[src/rtl/core/sensor_response_frame_parser_core_macros.svh]
// assertion macros shared by the frame parser rtl
`ifndef SENSOR_RESPONSE_FRAME_PARSER_CORE_MACROS_SVH
`define SENSOR_RESPONSE_FRAME_PARSER_CORE_MACROS_SVH

// same-cycle implication, sampled on clock, off during reset
`define SRFP_ASSERT_NOW(label, ante, cons) \
   label: assert property (@(posedge clock) disable iff (reset) (ante) |-> (cons)) \
      else $error("srfp assertion failed");

// next-cycle implication, sampled on clock, off during reset
`define SRFP_ASSERT_NEXT(label, ante, cons) \
   label: assert property (@(posedge clock) disable iff (reset) (ante) |=> (cons)) \
      else $error("srfp assertion failed");

`endif

[src/rtl/core/srfp_pkg.sv]
`default_nettype none

package srfp_pkg;

   // input beat kinds
   localparam logic OP_BYTE = 1'b0;
   localparam logic OP_TICK = 1'b1;

   // result beat kinds
   localparam logic KIND_PAYLOAD = 1'b0;
   localparam logic KIND_END     = 1'b1;

   // end-of-frame status codes
   localparam logic [1:0] STATUS_COMPLETE  = 2'd0;
   localparam logic [1:0] STATUS_BAD_START = 2'd1;
   localparam logic [1:0] STATUS_BAD_ADDR  = 2'd2;
   localparam logic [1:0] STATUS_TIMEOUT   = 2'd3;

   // configuration register indexes
   localparam logic [1:0] CSR_EXPECTED_ADDRESS = 2'd0;
   localparam logic [1:0] CSR_START_WORD       = 2'd1;
   localparam logic [1:0] CSR_TIMEOUT_TICKS    = 2'd2;

   localparam int unsigned CSR_DATA_WIDTH = 32;

   // register reset values
   localparam logic [31:0] EXPECTED_ADDRESS_RESET = 32'hFFFF_FFFF;
   localparam logic [15:0] START_WORD_RESET       = 16'hEF01;
   localparam logic [15:0] TIMEOUT_TICKS_RESET    = 16'd1000;

   // length field counts type-independent overhead bytes beyond the payload
   localparam logic [15:0] LEN_OVERHEAD = 16'd3;

   typedef struct packed {
      logic        kind;
      logic [7:0]  payload_byte;
      logic [1:0]  status;
      logic [7:0]  confirm_code;
      logic [7:0]  frame_type;
      logic [15:0] payload_count;
      logic        sum_ok;
   } result_type;

endpackage

`default_nettype wire

[src/rtl/core/srfp_channels.sv]
`default_nettype none

// input channel: received byte or time tick
interface srfp_req_if;
   logic       valid;
   logic       ready;
   logic       op;
   logic [7:0] rx_byte;

   modport source (output valid, output op, output rx_byte, input ready);
   modport sink   (input valid, input op, input rx_byte, output ready);
endinterface

// result channel: payload byte or end of frame
interface srfp_rsp_if;
   logic        valid;
   logic        ready;
   logic        kind;
   logic [7:0]  payload_byte;
   logic [1:0]  status;
   logic [7:0]  confirm_code;
   logic [7:0]  frame_type;
   logic [15:0] payload_count;
   logic        sum_ok;

   modport source (output valid, output kind, output payload_byte, output status,
                   output confirm_code, output frame_type, output payload_count,
                   output sum_ok, input ready);
   modport sink   (input valid, input kind, input payload_byte, input status,
                   input confirm_code, input frame_type, input payload_count,
                   input sum_ok, output ready);
endinterface

`default_nettype wire

[src/rtl/core/srfp_rsp_stage.sv]
`default_nettype none

// result register: holds one beat until the sink takes it
module srfp_rsp_stage (
   input  wire logic                 clock,
   input  wire logic                 reset,
   input  wire logic                 load,
   input  wire srfp_pkg::result_type load_data,
   output logic                      can_load,
   srfp_rsp_if.source                rsp
);

   logic                 valid_ff;
   logic                 valid_in;
   srfp_pkg::result_type data_ff;

   // space when empty or when the held beat leaves this cycle
   assign can_load = !valid_ff || rsp.ready;

   always_comb begin
      valid_in = valid_ff;
      if (load) begin
         valid_in = 1'b1;
      end else if (rsp.ready) begin
         valid_in = 1'b0;
      end
   end

   always_ff @(posedge clock) begin
      if (reset) begin
         valid_ff <= 1'b0;
      end else begin
         valid_ff <= valid_in;
      end
   end

   // payload needs no reset
   always_ff @(posedge clock) begin
      if (load) begin
         data_ff <= load_data;
      end
   end

   assign rsp.valid         = valid_ff;
   assign rsp.kind          = data_ff.kind;
   assign rsp.payload_byte  = data_ff.payload_byte;
   assign rsp.status        = data_ff.status;
   assign rsp.confirm_code  = data_ff.confirm_code;
   assign rsp.frame_type    = data_ff.frame_type;
   assign rsp.payload_count = data_ff.payload_count;
   assign rsp.sum_ok        = data_ff.sum_ok;

endmodule

`default_nettype wire

[src/rtl/core/sensor_response_frame_parser_core.sv]
// Response frame parser for a serial sensor link. Each req beat is one received byte
// or one elapsed time tick; the parser walks the big-endian frame (start code,
// address, type, length, confirm code, payload, checksum), emits one rsp beat per
// payload byte and one end beat per completed or aborted frame, with a 16-bit sum
// check. A beat is taken every cycle: the frame state updates on acceptance and the
// result lands in a one-deep output register in the next cycle. req.ready drops only
// while that register holds a beat that rsp does not take in the same cycle. The
// user must write configuration through the csr port while idle; nothing checks it.
`default_nettype none

`include "sensor_response_frame_parser_core_macros.svh"

module sensor_response_frame_parser_core (
   input  wire logic                                   clock,
   input  wire logic                                   reset,
   srfp_req_if.sink                                    req,
   srfp_rsp_if.source                                  rsp,
   input  wire logic                                   csr_write_enable,
   input  wire logic [1:0]                             csr_index,
   input  wire logic [srfp_pkg::CSR_DATA_WIDTH-1:0]    csr_write_data
);

   // frame phase codes
   localparam logic [2:0] PH_START   = 3'd0;
   localparam logic [2:0] PH_ADDR    = 3'd1;
   localparam logic [2:0] PH_TYPE    = 3'd2;
   localparam logic [2:0] PH_LEN     = 3'd3;
   localparam logic [2:0] PH_CONF    = 3'd4;
   localparam logic [2:0] PH_PAYLOAD = 3'd5;
   localparam logic [2:0] PH_SUM     = 3'd6;

   // configuration registers
   logic [31:0] expected_address_ff;
   logic [15:0] start_word_ff;
   logic [15:0] timeout_ticks_ff;

   // frame state
   logic [2:0]  phase_ff,        phase_in;
   logic [31:0] field_shift_ff,  field_shift_in;
   logic [1:0]  byte_index_ff,   byte_index_in;
   logic [7:0]  held_type_ff,    held_type_in;
   logic [7:0]  held_confirm_ff, held_confirm_in;
   logic [15:0] bytes_left_ff,   bytes_left_in;
   logic [15:0] running_sum_ff,  running_sum_in;
   logic [15:0] wait_count_ff,   wait_count_in;

   logic                 accept;
   logic                 can_load;
   logic                 emit;
   logic                 clear_frame;
   srfp_pkg::result_type result;
   logic [15:0]          pair_word;
   logic [31:0]          addr_word;
   logic [15:0]          sum_plus_byte;
   logic [15:0]          left_minus_one;

   assign req.ready = can_load;
   assign accept    = req.valid && req.ready;

   // configuration writes
   always_ff @(posedge clock) begin
      if (reset) begin
         expected_address_ff <= srfp_pkg::EXPECTED_ADDRESS_RESET;
         start_word_ff       <= srfp_pkg::START_WORD_RESET;
         timeout_ticks_ff    <= srfp_pkg::TIMEOUT_TICKS_RESET;
      end else if (csr_write_enable) begin
         unique case (csr_index)
            srfp_pkg::CSR_EXPECTED_ADDRESS: expected_address_ff <= csr_write_data[31:0];
            srfp_pkg::CSR_START_WORD:       start_word_ff       <= csr_write_data[15:0];
            srfp_pkg::CSR_TIMEOUT_TICKS:    timeout_ticks_ff    <= csr_write_data[15:0];
            default: begin
            end
         endcase
      end
   end

   // byte assembly helpers
   assign pair_word      = {field_shift_ff[7:0], req.rx_byte};
   assign addr_word      = {field_shift_ff[23:0], req.rx_byte};
   assign sum_plus_byte  = running_sum_ff + {8'd0, req.rx_byte};
   assign left_minus_one = bytes_left_ff - 16'd1;

   // frame machine: one beat per cycle while req.ready is high
   always_comb begin
      phase_in        = phase_ff;
      field_shift_in  = field_shift_ff;
      byte_index_in   = byte_index_ff;
      held_type_in    = held_type_ff;
      held_confirm_in = held_confirm_ff;
      bytes_left_in   = bytes_left_ff;
      running_sum_in  = running_sum_ff;
      wait_count_in   = wait_count_ff;
      emit            = 1'b0;
      clear_frame     = 1'b0;
      result          = '0;

      if (accept) begin
         if (req.op == srfp_pkg::OP_TICK) begin
            // ticks are ignored while hunting the first start byte
            if (!(phase_ff == PH_START && byte_index_ff == 2'd0)) begin
               if (wait_count_ff >= timeout_ticks_ff) begin
                  emit          = 1'b1;
                  clear_frame   = 1'b1;
                  result.kind   = srfp_pkg::KIND_END;
                  result.status = srfp_pkg::STATUS_TIMEOUT;
               end else begin
                  wait_count_in = wait_count_ff + 16'd1;
               end
            end
         end else begin
            wait_count_in = '0;
            unique case (phase_ff)
               PH_ADDR: begin
                  field_shift_in = addr_word;
                  if (byte_index_ff == 2'd3) begin
                     if (addr_word != expected_address_ff) begin
                        emit          = 1'b1;
                        clear_frame   = 1'b1;
                        result.kind   = srfp_pkg::KIND_END;
                        result.status = srfp_pkg::STATUS_BAD_ADDR;
                     end else begin
                        phase_in       = PH_TYPE;
                        field_shift_in = '0;
                        byte_index_in  = '0;
                     end
                  end else begin
                     byte_index_in = byte_index_ff + 2'd1;
                  end
               end
               PH_TYPE: begin
                  held_type_in   = req.rx_byte;
                  running_sum_in = {8'd0, req.rx_byte};
                  phase_in       = PH_LEN;
                  field_shift_in = '0;
                  byte_index_in  = '0;
               end
               PH_LEN: begin
                  running_sum_in = sum_plus_byte;
                  field_shift_in = {16'd0, pair_word};
                  if (byte_index_ff == 2'd1) begin
                     bytes_left_in  = pair_word - srfp_pkg::LEN_OVERHEAD;
                     field_shift_in = {pair_word - srfp_pkg::LEN_OVERHEAD, 16'd0};
                     byte_index_in  = '0;
                     phase_in       = PH_CONF;
                  end else begin
                     byte_index_in = 2'd1;
                  end
               end
               PH_CONF: begin
                  held_confirm_in = req.rx_byte;
                  running_sum_in  = sum_plus_byte;
                  phase_in        = (bytes_left_ff != 16'd0) ? PH_PAYLOAD : PH_SUM;
                  byte_index_in   = '0;
               end
               PH_PAYLOAD: begin
                  running_sum_in = sum_plus_byte;
                  bytes_left_in  = left_minus_one;
                  if (left_minus_one == 16'd0) begin
                     phase_in      = PH_SUM;
                     byte_index_in = '0;
                  end
                  emit                = 1'b1;
                  result.kind         = srfp_pkg::KIND_PAYLOAD;
                  result.payload_byte = req.rx_byte;
                  result.status       = srfp_pkg::STATUS_COMPLETE;
                  result.confirm_code = held_confirm_ff;
                  result.frame_type   = held_type_ff;
               end
               PH_SUM: begin
                  field_shift_in = {field_shift_ff[31:16], pair_word};
                  if (byte_index_ff == 2'd1) begin
                     emit                 = 1'b1;
                     clear_frame          = 1'b1;
                     result.kind          = srfp_pkg::KIND_END;
                     result.status        = srfp_pkg::STATUS_COMPLETE;
                     result.confirm_code  = held_confirm_ff;
                     result.frame_type    = held_type_ff;
                     result.payload_count = field_shift_ff[31:16];
                     result.sum_ok        = (pair_word == running_sum_ff);
                  end else begin
                     byte_index_in = 2'd1;
                  end
               end
               default: begin
                  // start code hunt, also any unused phase code
                  phase_in       = PH_START;
                  field_shift_in = {16'd0, pair_word};
                  if (byte_index_ff != 2'd0) begin
                     if (pair_word != start_word_ff) begin
                        emit          = 1'b1;
                        clear_frame   = 1'b1;
                        result.kind   = srfp_pkg::KIND_END;
                        result.status = srfp_pkg::STATUS_BAD_START;
                     end else begin
                        phase_in       = PH_ADDR;
                        field_shift_in = '0;
                        byte_index_in  = '0;
                     end
                  end else begin
                     byte_index_in = 2'd1;
                  end
               end
            endcase
         end
      end

      // end of frame, good or bad: restart the hunt
      if (clear_frame) begin
         phase_in        = PH_START;
         field_shift_in  = '0;
         byte_index_in   = '0;
         held_type_in    = '0;
         held_confirm_in = '0;
         bytes_left_in   = '0;
         running_sum_in  = '0;
         wait_count_in   = '0;
      end
   end

   // frame state registers
   always_ff @(posedge clock) begin
      if (reset) begin
         phase_ff        <= PH_START;
         field_shift_ff  <= '0;
         byte_index_ff   <= '0;
         held_type_ff    <= '0;
         held_confirm_ff <= '0;
         bytes_left_ff   <= '0;
         running_sum_ff  <= '0;
         wait_count_ff   <= '0;
      end else begin
         phase_ff        <= phase_in;
         field_shift_ff  <= field_shift_in;
         byte_index_ff   <= byte_index_in;
         held_type_ff    <= held_type_in;
         held_confirm_ff <= held_confirm_in;
         bytes_left_ff   <= bytes_left_in;
         running_sum_ff  <= running_sum_in;
         wait_count_ff   <= wait_count_in;
      end
   end

   // output register
   srfp_rsp_stage u_rsp_stage (
      .clock     (clock),
      .reset     (reset),
      .load      (emit),
      .load_data (result),
      .can_load  (can_load),
      .rsp       (rsp)
   );

   // checks
   `SRFP_ASSERT_NOW(a_stall_blocks_input, rsp.valid && !rsp.ready, !req.ready)
   `SRFP_ASSERT_NOW(a_payload_phase_has_bytes, phase_ff == PH_PAYLOAD, bytes_left_ff != 16'd0)
   `SRFP_ASSERT_NEXT(a_end_restarts_hunt, emit && result.kind == srfp_pkg::KIND_END, phase_ff == PH_START && byte_index_ff == 2'd0 && wait_count_ff == 16'd0)
   `SRFP_ASSERT_NEXT(a_emit_shows_result, emit, rsp.valid && rsp.kind == $past(result.kind))

endmodule

`default_nettype wire
[src/flat_wrapper.sv]
// flat-port wrapper written by rule: the top's interface ports become plain ports
module sensor_response_frame_parser_core_flat 
  (clock, reset, csr_write_enable, csr_index, csr_write_data, req_valid, req_op, req_rx_byte, req_ready, rsp_valid, rsp_kind, rsp_payload_byte, rsp_status, rsp_confirm_code, rsp_frame_type, rsp_payload_count, rsp_sum_ok, rsp_ready);
  srfp_req_if req_i ();
  srfp_rsp_if rsp_i ();
  input  wire logic clock;
  input  wire logic reset;
  input  wire logic csr_write_enable;
  input  wire logic [1:0] csr_index;
  input  wire logic [srfp_pkg::CSR_DATA_WIDTH-1:0] csr_write_data;
  input wire logic [$bits(req_i.valid)-1:0] req_valid;
  input wire logic [$bits(req_i.op)-1:0] req_op;
  input wire logic [$bits(req_i.rx_byte)-1:0] req_rx_byte;
  output wire logic [$bits(req_i.ready)-1:0] req_ready;
  output wire logic [$bits(rsp_i.valid)-1:0] rsp_valid;
  output wire logic [$bits(rsp_i.kind)-1:0] rsp_kind;
  output wire logic [$bits(rsp_i.payload_byte)-1:0] rsp_payload_byte;
  output wire logic [$bits(rsp_i.status)-1:0] rsp_status;
  output wire logic [$bits(rsp_i.confirm_code)-1:0] rsp_confirm_code;
  output wire logic [$bits(rsp_i.frame_type)-1:0] rsp_frame_type;
  output wire logic [$bits(rsp_i.payload_count)-1:0] rsp_payload_count;
  output wire logic [$bits(rsp_i.sum_ok)-1:0] rsp_sum_ok;
  input wire logic [$bits(rsp_i.ready)-1:0] rsp_ready;
  assign req_i.valid = req_valid;
  assign req_i.op = req_op;
  assign req_i.rx_byte = req_rx_byte;
  assign req_ready = req_i.ready;
  assign rsp_valid = rsp_i.valid;
  assign rsp_kind = rsp_i.kind;
  assign rsp_payload_byte = rsp_i.payload_byte;
  assign rsp_status = rsp_i.status;
  assign rsp_confirm_code = rsp_i.confirm_code;
  assign rsp_frame_type = rsp_i.frame_type;
  assign rsp_payload_count = rsp_i.payload_count;
  assign rsp_sum_ok = rsp_i.sum_ok;
  assign rsp_i.ready = rsp_ready;
  sensor_response_frame_parser_core u_core (.clock(clock), .reset(reset), .req(req_i), .rsp(rsp_i), .csr_write_enable(csr_write_enable), .csr_index(csr_index), .csr_write_data(csr_write_data));
endmodule
[config.mk]
export PLATFORM = sky130hd
export DESIGN_NAME = sensor_response_frame_parser_core_flat
export DESIGN_NICKNAME = d
export VERILOG_FILES = /design/src/rtl/core/srfp_pkg.sv /design/src/rtl/core/srfp_channels.sv /design/src/rtl/core/srfp_rsp_stage.sv /design/src/rtl/core/sensor_response_frame_parser_core.sv /design/src/flat_wrapper.sv
export VERILOG_INCLUDE_DIRS = /design/src /design/src/rtl/core
export SDC_FILE = /design/constraint.sdc
export NUM_CORES = 1
export LEC_CHECK = 0
export BUFFER_PORTS_ARGS = -buffer_cell sky130_fd_sc_hd__buf_2
export CAP_MARGIN = 10
export CORE_MARGIN = 2
export CORE_UTILIZATION = 28
export DETAILED_ROUTE_END_ITERATION = 10
export HOLD_SLACK_MARGIN = 0.03
export PLACE_DENSITY_LB_ADDON = 0.15
export SLEW_MARGIN = 20
export SYNTH_ARGS = -nofsm -noshare
export SYNTH_HDL_FRONTEND = slang
export SYNTH_HIERARCHICAL = 1
export SYNTH_SLANG_ARGS = --single-unit
[constraint.sdc]
create_clock -name clock -period 5.3 [get_ports clock]
set_clock_uncertainty 0.15 [all_clocks]
set_input_delay 1.59 -clock clock [delete_from_list [all_inputs] [get_ports clock]]
set_output_delay 1.59 -clock clock [all_outputs]
set_load 0.005 [all_outputs]
## Yosys cells after proc, flatten, opt, wreduce, memory -nomap -nowiden

Cells that the tools add are included.

| storage, ports and cells | value |
|---|---|
| flip-flop bits (word level) | 210 |
| input bits | 48 |
| output and inout bits | 46 |
| logic and storage cells | 141 |

| cells by class | value |
|---|---|
| add/sub/neg operators | 5 |
| magnitude comparators | 1 |
| equal/unequal tests | 22 |
| multiplexer cells | 53 |
| bitwise operators | 6 |
| reduce and logical (&&, ||, !) cells | 34 |

Operators by type and width:

| operator | count |
|---|---|
| one-hot mux 32 bit (5 select lines) | 1 |
| two-way mux 32 bit | 4 |
| one-hot mux 16 bit (2 select lines) | 3 |
| two-way mux 16 bit | 5 |
| two-way mux 33 bit | 1 |
| inequality test 32 bit | 1 |
| two-way mux 2 bit | 13 |
| one-hot mux 3 bit (6 select lines) | 1 |
| adder 16 x 1 -> 16 bit, second input constant | 1 |
| adder 16 x 8 -> 16 bit | 1 |
| equality test 16 bit | 1 |
| greater-or-equal comparator 16 bit | 1 |
| zero test 16 bit | 1 |
| two-way mux 1 bit | 16 |
| inequality test 16 bit | 1 |
| nonzero test 16 bit | 1 |
| subtractor 16 x 1 -> 16 bit, second input constant | 1 |
| subtractor 16 x 2 -> 16 bit, second input constant | 1 |
| two-way mux 3 bit | 5 |
| AND reduction 3 bit | 5 |
| one-hot mux 2 bit (5 select lines) | 1 |
| equality test 3 bit, second input constant | 3 |
| OR reduction 3 bit | 3 |
| inequality test 2 bit, second input constant | 4 |
| 24 further kinds | 46 |

## Longest topological paths before layout

Gate-level depths: netlist of run 1.

| depth | value |
|---|---|
| depth in word-level cells | 7 |
| depth in mapped cells | 11 |
| mapped depth without buffers | 10 |

## Cells and area by module

The synthesis of run 1 kept the hierarchy.

Modules (own cells, without submodules):

| module | instances | cells an instance | area an instance (sq um) | seq. area each (sq um) |
|---|---|---|---|---|
| sensor_response_frame_parser_core | 1 | 1175 | 9510.4 | 3303.2 |
| srfp_rsp_stage | 1 | 48 | 1367.6 | 1341.3 |

## Worst setup path after synthesis of run 1

Ideal clock, no wire load.

| timing path | value |
|---|---|
| path kind | input -> register |
| from | in req_rx_byte[1] |
| to | reg u_core.u_rsp_stage.data_ff (netlist bit u_core/u_rsp_stage/rsp.confirm_code[0]) (enable) |
| setup time | 473 ps |
| arrival time | 4824 ps |
| required time | 4677 ps |
| setup slack | -146 ps |
| stages | 6 |
| buffers on the path | 1 |
| cell sequence | buf_2 -> xnor2_1 -> nand4_1 -> nor4_2 -> a211o_1 -> a41oi_1 |

| between the ends | value |
|---|---|
| cells in the longest elaborated chain, start to end | 6 |
| elaborated cells between the ends (all ways) | 9 |
| classes of those cells | 2 x eq/ne; 7 x mux |

Ends and longest elaborated chain:

| what | line | RTL |
|---|---|---|
| start: declaration | flat_wrapper.sv:13 | `input wire logic [$bits(req_i.rx_byte)-1:0] req_rx_byte;` |
| inequality test 32 bit or inequality test 16 bit (tied branches) | sensor_response_frame_parser_core.sv:116, sensor_response_frame_parser_core.sv:189 |  |
| two-way mux 1 bit (on tied branches) | sensor_response_frame_parser_core.sv:116, sensor_response_frame_parser_core.sv:189 |  |
| two-way mux 1 bit (on tied branches) | sensor_response_frame_parser_core.sv:115, sensor_response_frame_parser_core.sv:188 |  |
| one-hot mux 1 bit (4 select lines) (*) | sensor_response_frame_parser_core.sv:112 | `unique case (phase_ff)` |
| two-way mux 1 bit (*) | sensor_response_frame_parser_core.sv:98 | `if (req.op == srfp_pkg::OP_TICK) begin` |
| two-way mux 1 bit (*) | sensor_response_frame_parser_core.sv:97 | `if (accept) begin` |
| named net u_core.emit | sensor_response_frame_parser_core.sv:49 | `logic emit;` |
| end signal: assignment | srfp_rsp_stage.sv:40 | `data_ff <= load_data;` |
| end: declaration | srfp_rsp_stage.sv:15 | `srfp_pkg::result_type data_ff;` |

The timed path passes the listed nets; every way through them passes the cells marked *.
A chain may end at the register's enable or synchronous reset.

## Worst setup path after layout of run 1

| timing path | value |
|---|---|
| from | in req_rx_byte[0] |
| to | reg u_core.field_shift_ff[22] |

| between the ends | value |
|---|---|
| cells in the longest elaborated chain, start to end | 7 |
| elaborated cells between the ends (all ways) | 15 |
| classes of those cells | 1 x add/sub; 2 x eq/ne; 11 x mux; 1 x reduce/logical |

Ends and longest elaborated chain:

| what | line | RTL |
|---|---|---|
| inequality test 32 bit or inequality test 16 bit (tied branches) | sensor_response_frame_parser_core.sv:116, sensor_response_frame_parser_core.sv:189 |  |
| two-way mux 1 bit (on tied branches) | sensor_response_frame_parser_core.sv:116, sensor_response_frame_parser_core.sv:189 |  |
| two-way mux 1 bit (on tied branches) | sensor_response_frame_parser_core.sv:115, sensor_response_frame_parser_core.sv:188 |  |
| one-hot mux 1 bit (3 select lines) | sensor_response_frame_parser_core.sv:112 |  |
| two-way mux 1 bit | sensor_response_frame_parser_core.sv:98 |  |
| two-way mux 1 bit | sensor_response_frame_parser_core.sv:97 |  |
| OR reduction 2 bit (no source line) | - |  |
| end signal: assignment | sensor_response_frame_parser_core.sv:233 | `field_shift_ff <= field_shift_in;` |
| end: declaration | sensor_response_frame_parser_core.sv:39 | `logic [31:0] field_shift_ff, field_shift_in;` |

Several ways; a longest one is shown, not always the timed one.

==> run_results.csv, run 1 <==
group,metric,value,unit
yosys,synth_seq_cells,210,
yosys,synth-simple-area-share,22.6,%
yosys,synthesis.nets,1305,
route,finalWirelength,33500,um
pwr,p_per_area,299,nW/um2
pwr,leakagePower,4.51,nW
timing,fmax,266,MHz
setup_path,cp-start-kind,"primary input",
grt,grt_pass1_vias,8685,
floorplan,die_x,201,um
clock_network,cts_made_buffers,25,
yosys,synth_most_common_cell,"dfxtp_1",
clock_network,path_clk_slew,0.06,ns
route,postRouteAntennaNets,0,
clock_network,cts_resized,0,
timing,maxSlewHeadroom,28.4,%
yosys,synth_top_cell_area_share,30.5,%
clock_network,cts.sinks,210,
yosys,muxShareOfSynthArea,0.828,%
route,via_per_inst,4.97,
yosys,synthAdderAreaFrac,3.98,%
setup_path,reg2reg_from,"u_core/phase_ff[1]",
timing,setup_ws,1.54,ns
pwr,ir_drop,0.000159,V
outcome,status,"finished, final reports clean",
setup_path,worst_ep_required_time,5.59,ns
floorplan,fp.dieH,201,um
yosys,netlist_area,10900,um2
setup_path,r2r_cells,8,
clock_network,htreeDepth,1,
clock_network,clock_latency,0.53,ns
setup_path,worstPathArrival,4.05,ns
finish,num_antenna_cells,0,
floorplan,dieArea,40400,um2
floorplan,design.core.area,38500,um2
grt,antenna_found_initial,1,
timing,whs,0.300,ns
placement,place_ws,0.951,ns
clock_network,cts_hold_buffers,0,
timing,min_period,3.76,ns
setup_path,reg2reg_slack,1.78,ns
min_path,hold_start,"u_core/held_type_ff[2]",
setup_path,critical_path.slowest_cell,"o211ai_2",
yosys,ys_seq_area_share,42.7,%
grt,grt_max_degree,65,
setup_path,slowest_delay,0.37,ns
route,drc,0,
setup_path,cp_cell_sequence,"buf_2 > xor2_1 > nor4_1 > nand4_1 > o211ai_2 > and4_1 > o21bai_4 > buf_12 > nor3_1",
setup_path,crit_fanout,44,
yosys,synth_top_cells_by_count,"dfxtp_1, nand2_1, a21oi_1",
timing,setup_violations,0,
timing,rsz0062_at_grt,"no",
grt,grt_pass1_wl,51800,um
yosys,synth-async-reset-ratio,0,%
setup_path,crit_type,"in -> reg",
setup_path,cp_num_buf_inv,2,
floorplan,initial_utilization,28.3,%
finish,syn2layout_area_growth,15.1,%
yosys,yosys_warnings,6,
finish,fin_nets,1351,
yosys,syn_area_per_cell,8.89,um2
min_path,worst_hold_path_type,"reg -> reg",
route,wl_per_cell,18.6,um
clock_network,cts_tree,"built",
timing,fin_setup_tns,0,ns
yosys,synth_top_family_by_area,"simple AND/OR/NAND/NOR gates",
route,drtPass1Iterations,5,
yosys,synth_compound_area_share,16.9,%
yosys,yosys.area_share.xor_xnor,7.97,%
finish,drive_above_1_share,13.8,%
floorplan,placement_rows,72,
route,dr_total_vias,8956,
flow_run,drv_cap,0,
clock_network,cts_root_buf,"clkbuf_16",
setup_path,end_kind,"flip-flop",
timing,finalHoldViolCount,0,
min_path,whs_path_depth,2,
yosys,synthTopCellsByArea,"dfxtp_1, edfxtp_1, nand2_1",
yosys,synth_cells,1223,
grt,grt_use_total,16.3,%
setup_path,cp_top_family,"simple AND/OR/NAND/NOR gates",
yosys,synth_flop_cell,"dfxtp_1",
floorplan,io_pins,94,
timing,worstMarginPinSlew,1.07,ns
placement,numPortBuffers,93,
placement,place.gp.congestion,0.813,
timing,fin_crit_sh,71.0,%
timing,slew_viol_final,0,
setup_path,reg2reg_to,"u_core/running_sum_ff[10]",
clock_network,cts_setup_buffers,0,
yosys,synth-edff-count,44,
grt,grt_remaining_overflow,0,
finish,final_core_util,32.5,%
route,first_iter_violations,563,
clock_network,cts.path.max_buffers,3,
placement,hpwlAfterDp,23800,um
min_path,holdPathEnd,"u_core/held_type_ff[2]",
yosys,synth.distinct_cells,79,
yosys,synth_area_leader_cell,"dfxtp_1",
[through the flow]
step | area [um2] | cells | power [mW]
finish | 12500 | 1803 | 3.74
global route | 12500 | 1803 | 3.89
floorplan | 10900 | 1223 | 1.96
detailed placement | 11700 | 1760 | 2.09
CTS | 12500 | 1803 | 3.80
global placement | 11700 | 1760 | 2.09
[power by group]
| part | total (mW) | internal (mW) | switching (mW) |
|---|---|---|---|
| clock network | 1.69 | 1.00 | 0.686 |
| logic | 0.332 | 0.122 | 0.210 |
| registers | 1.72 | 1.68 | 0.0450 |
| total | 3.74 | 2.80 | 0.941 |
[cells in the final DEF (no fill, tap or decap), drive strengths merged, types with 4 or more instances in the layout]
| cell | count |
|---|---|
| a211o | 39 |
| a211oi | 23 |
| a21o | 4 |
| a21oi | 102 |
| a222oi | 7 |
| a22oi | 5 |
| a31oi | 4 |
| and2 | 37 |
| and3 | 13 |
| buf | 107 |
| clkbuf | 35 |
| clkinv | 5 |
| dfxtp | 166 |
| edfxtp | 44 |
| ha | 33 |
| inv | 34 |
| mux2i | 9 |
| nand2 | 135 |
| nand2b | 4 |
| nand3 | 36 |
| nand3b | 14 |
| nand4 | 16 |
| nor2 | 98 |
| nor2b | 42 |
| nor3 | 35 |
| nor3b | 6 |
| nor4 | 19 |
| o211ai | 8 |
| o21ai | 38 |
| o22ai | 4 |
| o31a | 4 |
| o31ai | 4 |
| or2 | 4 |
| or3 | 8 |
| xnor2 | 56 |
| xor2 | 43 |
[worst register-to-register path, stage by stage (launching register included)]
cell      delay (ns)
dfxtp_1         0.75
inv_1           0.28
ha_1            0.50
nand3_1         0.12
or3_1           0.32
and4_1          0.25
o21bai_4        0.54
buf_4           0.40
a211oi_1        0.08
[worst max-delay path by stage]
stage,start,endpoint,cells past startpoint
final,req_rx_byte[0],u_core/field_shift_ff[22],9
after global routing,req_rx_byte[0],u_core/running_sum_ff[14],11
after CTS,req_rx_byte[0],u_core/u_rsp_stage/rsp.frame_type[7],7
after detailed placement,req_rx_byte[0],u_core/u_rsp_stage/rsp.sum_ok,7
after global placement,req_rx_byte[0],u_core/u_rsp_stage/rsp.sum_ok,7
after floorplan,req_rx_byte[1],u_core/u_rsp_stage/rsp.confirm_code[0],6
[state kept, by name, indices dropped and copies added, names as in the netlist, 16 cells and up]
name	cells
u_core/running_sum_ff	16
u_core/bytes_left_ff	16
u_core/wait_count_ff	16
u_core/start_word_ff	16
u_core/timeout_ticks_ff	16
u_core/field_shift_ff	32
u_core/u_rsp_stage/rsp.payload_count	16
u_core/expected_address_ff	32
[kinds of logic (layout without fill, tap and decap cells)]
logic type      Yosys count  count (layout)
flops                   210             210
compound gates          266             266
mux                       9               9
buf+inv                 123             185
xor+xnor                 99              99
simple gates            482             482
fa+ha+maj                34              34
[cell type report]
type / instances / area (um2)
flip-flops and latches: 210 / 4640
inverters: 35 / 131
fillers: 4055 / 26000
multi-input cells: 890 / 5720
clock inverters: 8 / 97.6
well taps: 518 / 648
clock buffers: 35 / 693
repair buffers: 107 / 583
[per-layer routing]
metal / vias up / track usage [%] / share of wire (%)
met2: 220 / 25.1 / 43
met3: 53 / 2.06 / 4.5
met5: - / 0 / 0.021
met4: 2 / 5.48 / 2.9
met1: 4279 / 23.5 / 50
li1: 4402 / - / -
Power figures use the tool's default switching activity.
==> run 2: changes to the inputs <==
==> constraint.sdc (replaced) <==
create_clock -name clock -period 3.3 [get_ports clock]
set_clock_uncertainty 0.15 [all_clocks]
set_input_delay 0.99 -clock clock [delete_from_list [all_inputs] [get_ports clock]]
set_output_delay 0.99 -clock clock [all_outputs]
set_load 0.005 [all_outputs]
==> run_results.csv, run 2 (synthesis results as in run 1) <==
group,metric,value,unit
timing,slew_viol_final,0,
route,via_per_inst,4.85,
clock_network,cts_resized,0,
finish,num_antenna_cells,0,
clock_network,cts_made_buffers,27,
grt,grt_use_total,16.2,%
setup_path,end_kind,"flip-flop",
grt,grt_pass1_wl,51800,um
floorplan,placement_rows,72,
floorplan,fp.dieH,201,um
clock_network,cts_setup_buffers,0,
timing,setup_violations,0,
setup_path,worstPathArrival,3.26,ns
flow_run,drv_cap,0,
timing,rsz0062_at_grt,"no",
floorplan,design.core.area,38500,um2
route,finalWirelength,33200,um
timing,worstMarginPinSlew,0.905,ns
min_path,worst_hold_path_type,"reg -> reg",
placement,hpwlAfterDp,24400,um
finish,multiInputGateArea,5720,um2
timing,finalHoldViolCount,0,
setup_path,cpMostUsedCell,"inv_1",
grt,antenna_found_initial,0,
timing,whs,0.300,ns
route,drc,0,
setup_path,cp_cell_sequence,"inv_1 > ha_1 > o2111ai_1 > inv_1 > a221oi_2 > o31ai_1 > a21oi_2 > o21bai_4 > buf_12 > nor3_1",
route,postRouteAntennaNets,0,
clock_network,cts_tree,"built",
pwr,p_per_area,470,nW/um2
finish,layout_commonest_cell,"dfxtp_1",
floorplan,initial_utilization,28.3,%
timing,fin_crit_sh,89.8,%
finish,fin_nets,1413,
route,wl_per_cell,17.8,um
route,dr_total_vias,9070,
finish,reg.largest.list,"u_core/expected_address_ff: 32 flops, u_core/field_shift_ff: 32 flops",
clock_network,clock_latency,0.54,ns
finish,final_core_util,34.0,%
setup_path,critical_path.slowest_cell,"a21oi_2",
clock_network,cts_root_buf,"clkbuf_16",
finish,fillers,4098,
timing,maxSlewHeadroom,39.4,%
clock_network,path_clk_slew,0.06,ns
clock_network,cts.path.max_buffers,3,
finish,seq_area,4640,um2
setup_path,worst_ep_required_time,3.60,ns
floorplan,die_x,201,um
setup_path,crit_type,"reg -> reg",
timing,min_period,2.96,ns
floorplan,io_pins,94,
clock_network,cts_hold_buffers,0,
clock_network,htreeDepth,1,
pwr,leakagePower,4.85,nW
placement,place.gp.congestion,0.809,
timing,fmax,337,MHz
outcome,status,"finished, final reports clean",
placement,numPortBuffers,93,
setup_path,slowest_delay,0.48,ns
grt,grt_remaining_overflow,0,
grt,grt_max_degree,65,
route,drtPass1Iterations,4,
pwr,ir_drop,0.000369,V
setup_path,crit_fanout,23,
finish,final_cell_mix,"dfxtp_1, nand2_1, a21oi_1",
finish,syn2layout_area_growth,20.3,%
clock_network,cts.sinks,210,
setup_path,cp-start-kind,"flip-flop",
floorplan,dieArea,40400,um2
route,first_iter_violations,621,
finish,drive_above_1_share,17.6,%
grt,grt_pass1_vias,8880,
run 2: cell types whose count changed in the layout (fill, tap and decap cells not counted):
| cell | previous run | this run |
|---|---|---|
| buf_4 | 13 | 68 |
| buf_12 | 1 | 6 |
| clkbuf_1 | 7 | 11 |
| clkbuf_16 | 25 | 27 |
| clkinv_1 | 2 | 4 |
| bufinv_16 | 2 | 1 |
| clkbuf_8 | 3 | 4 |
| clkinv_2 | 2 | 1 |
| clkinvlp_4 | 2 | 1 |
| inv_6 | 0 | 1 |
run 2: per-stage QoR:
| stage | total power, mW | std cells | setup TNS, ns | cell area [um2] | setup slack [ns] |
|---|---|---|---|---|---|
| floorplan | 3.15 | 1223 | 0 | 10900 | 0.0211 |
| finish | 6.15 | 1870 | 0 | 13100 | 0.337 |
| CTS | 6.26 | 1870 | 0 | 13100 | 0.327 |
| global route | 6.42 | 1870 | 0 | 13100 | 0.152 |
| detailed placement | 3.41 | 1820 | -6.92 | 12200 | -0.152 |
| global placement | 3.41 | 1820 | -1.95 | 12200 | -0.0749 |
run 2: report_power, final:
part	total (mW)	internal, mW	switching, mW
sequential	2.75	2.69	0.0538
clock	2.80	1.68	1.12
combinational	0.604	0.241	0.363
total	6.15	4.61	1.54
run 2: final cells by class:
type | instances | share of cell area [%]
Timing Repair Buffer | 167 | 8.38
Clock inverter | 8 | 0.545
Inverter | 35 | 1.00
Sequential cell | 210 | 35.5
Multi-Input combinational cell | 890 | 43.7
Tap cell | 518 | 4.95
Clock buffer | 42 | 5.90
run 2: worst max-delay path: cells and delay by family, from the launching register on:
kind / cells / cell delay [ns]
AOI/OAI and AO/OA: 5 / 1.52
adders and majority gates: 1 / 0.32
buffers and inverters: 3 / 0.36
DFF: 1 / 0.33
and+or+nand+nor: 1 / 0.20
run 2: path summary, 6_finish.rpt:
check | start | end | slack (ns) | depth (start not counted)
setup / recovery | u_core/timeout_ticks_ff[15] | u_core/byte_index_ff[0] | 0.34 | 10
hold / removal | u_core/held_type_ff[4] | u_core/held_type_ff[4] | 0.30 | 2
setup reg to reg | u_core/timeout_ticks_ff[15] | u_core/byte_index_ff[0] | 0.34 | 10
hold reg to reg | u_core/held_type_ff[4] | u_core/held_type_ff[4] | 0.30 | 2
run 2: metal layers:
layer  track usage, %  up-vias  share of wire, %
met4             4.05        0               2.3
met3             2.06       46               3.5
met5                0        -                 0
li1                 -     4536                 -
met2             26.6      168                46
met1             22.5     4320                48
==> run 3: changes to the inputs <==
--- a/config.mk
+++ b/config.mk
@@ -9,7 +9,7 @@
 export BUFFER_PORTS_ARGS = -buffer_cell sky130_fd_sc_hd__buf_2
 export CAP_MARGIN = 10
 export CORE_MARGIN = 2
-export CORE_UTILIZATION = 28
+export CORE_UTILIZATION = 54
 export DETAILED_ROUTE_END_ITERATION = 10
 export HOLD_SLACK_MARGIN = 0.03
 export PLACE_DENSITY_LB_ADDON = 0.15
==> run_results.csv, run 3 (synthesis results as in run 1) <==
group,metric,value,unit
floorplan,dieArea,21300,um2
pwr,p_int,4.30,mW
route,wl_per_cell,17.6,um
finish,fillers,1717,
clock_network,clock_latency,0.52,ns
pwr,p_per_area,458,nW/um2
pwr,leakagePower,4.70,nW
timing,worstMarginPinSlew,1.07,ns
finish,reg.largest.list,"u_core/expected_address_ff: 32 flops, u_core/field_shift_ff: 32 flops",
route,postRouteAntennaNets,0,
timing,rsz0062_at_grt,"no",
setup_path,worstPathArrival,3.19,ns
route,first_iter_violations,716,
setup_path,crit_type,"reg -> reg",
timing,fin_crit_sh,88.1,%
floorplan,fp.dieH,146,um
setup_path,cp-start-kind,"flip-flop",
floorplan,die_x,146,um
timing,fin_setup_tns,0,ns
pwr,finalPower,5.73,mW
finish,syn2layout_area_growth,14.9,%
setup_path,end_kind,"flip-flop",
timing,slew_viol_final,0,
finish,drive_above_1_share,16.5,%
timing,maxSlewHeadroom,28.6,%
route,wl_met1,12700,um
grt,grt_use_total,25.6,%
clock_network,cts_setup_buffers,0,
floorplan,design.core.area,19600,um2
finish,final_area,12500,um2
route,top_layer_used,"met4",
clock_network,cts_made_buffers,23,
setup_path,worst_ep_required_time,3.58,ns
clock_network,htreeDepth,1,
pwr,ir_drop,0.000538,V
finish,fin_nets,1395,
min_path,whs_path_depth,2,
setup_path,r2r_cells,10,
pwr,p_clk_share,42.1,%
clock_network,cts.sinks,210,
floorplan,initial_utilization,55.5,%
placement,hpwlAfterDp,19900,um
grt,grt_max_degree,65,
route,dr_total_vias,9169,
clock_network,cts_resized,0,
route,wl_met3,1710,um
grt,antenna_found_initial,0,
timing,setup_violations,0,
timing,min_period,2.91,ns
grt,grt_pass1_wl,44700,um
pwr,combPwrFrac,9.9,%
timing,whs,0.308,ns
grt,grt_pass1_vias,8365,
flow_run,drv_cap,0,
grt,grt_remaining_overflow,0,
floorplan,io_pins,94,
pwr,switchingPower,1.43,mW
placement,place.gp.congestion,0.931,
finish,final_cell_mix,"dfxtp_1, nand2_1, a21oi_1",
route,drtPass1Iterations,6,
route,finalWirelength,28000,um
placement,numPortBuffers,93,
route,drc,0,
clock_network,path_clk_slew,0.06,ns
clock_network,cts_hold_buffers,0,
clock_network,cts.path.max_buffers,3,
finish,layout_commonest_cell,"dfxtp_1",
clock_network,cts_tree,"built",
route,via_per_inst,5.75,
timing,fmax,344,MHz
outcome,status,"finished, final reports clean",
floorplan,placement_rows,51,
placement,placed_area,11800,um2
pwr,pwr-share-seq,48.0,%
timing,finalHoldViolCount,0,
finish,num_antenna_cells,0,
setup_path,crit_fanout,37,
finish,final_cells,1594,
placement,numPlacedInstances,1553,
min_path,worst_hold_path_type,"reg -> reg",
route,wl_met2,13100,um
clock_network,cts_root_buf,"clkbuf_16",
pwr,swShare,24.9,%
run 3: changes by cell type in the layout (fill, tap and decap cells not counted), sizes merged:
cell	delta
buf	-14
clkinvlp	+1
clkinv	+3
clkbuf	-13
run 3: worst paths after layout:
check	from	slack, ns	endpoint
worst max-delay path	u_core/timeout_ticks_ff[15]	0.39	u_core/field_shift_ff[21]
worst min-delay path	u_core/held_type_ff[6]	0.31	u_core/held_type_ff[6]
worst min register to register	u_core/held_type_ff[6]	0.31	u_core/held_type_ff[6]
worst max register to register	u_core/timeout_ticks_ff[15]	0.39	u_core/field_shift_ff[21]
run 3: power by group through the flow:
stage	registers, mW	clock network [mW]	logic [mW]
finish	2.75	2.41	0.568
global route	2.76	2.55	0.616
CTS	2.75	2.45	0.564
detailed placement	2.80	0	0.560
global placement	2.80	0	0.554
floorplan	2.78	0	0.369
run 3: per-stage QoR:
| step | utilization (%) | setup slack, ns |
|---|---|---|
| global placement | 60.3 | 0.0891 |
| CTS | 63.8 | 0.384 |
| floorplan | - | 0.0211 |
| global route | 63.8 | 0.219 |
| detailed placement | 60.3 | 0.0168 |
| finish | 63.8 | 0.392 |
run 3: layout make-up:
cell class                 count  area, um2  share of cell area [%]
tap                          265        332                    2.65
timing repair buffer         153        978                    7.83
inverter                      35        131                    1.05
clock buffer                  29        608                    4.86
multi-input combinational    890       5720                    45.7
sequential                   210       4640                    37.1
clock inverter                12       91.3                   0.731
run 3: critical path: stages (launching register included):
cell and delay, ns:
dfxtp_1 0.34, inv_1 0.06, ha_1 0.31, o2111ai_1 0.31, inv_1 0.10, a221oi_2 0.30
o31ai_1 0.16, a21oi_2 0.45, o21bai_4 0.20, buf_12 0.21, nor3_1 0.21
run 3: metal layers:
layer,GRT usage (%),vias up
met5,0,-
met4,6.18,0
met3,3.42,39
met2,41.7,305
met1,36.3,4324
li1,-,4501
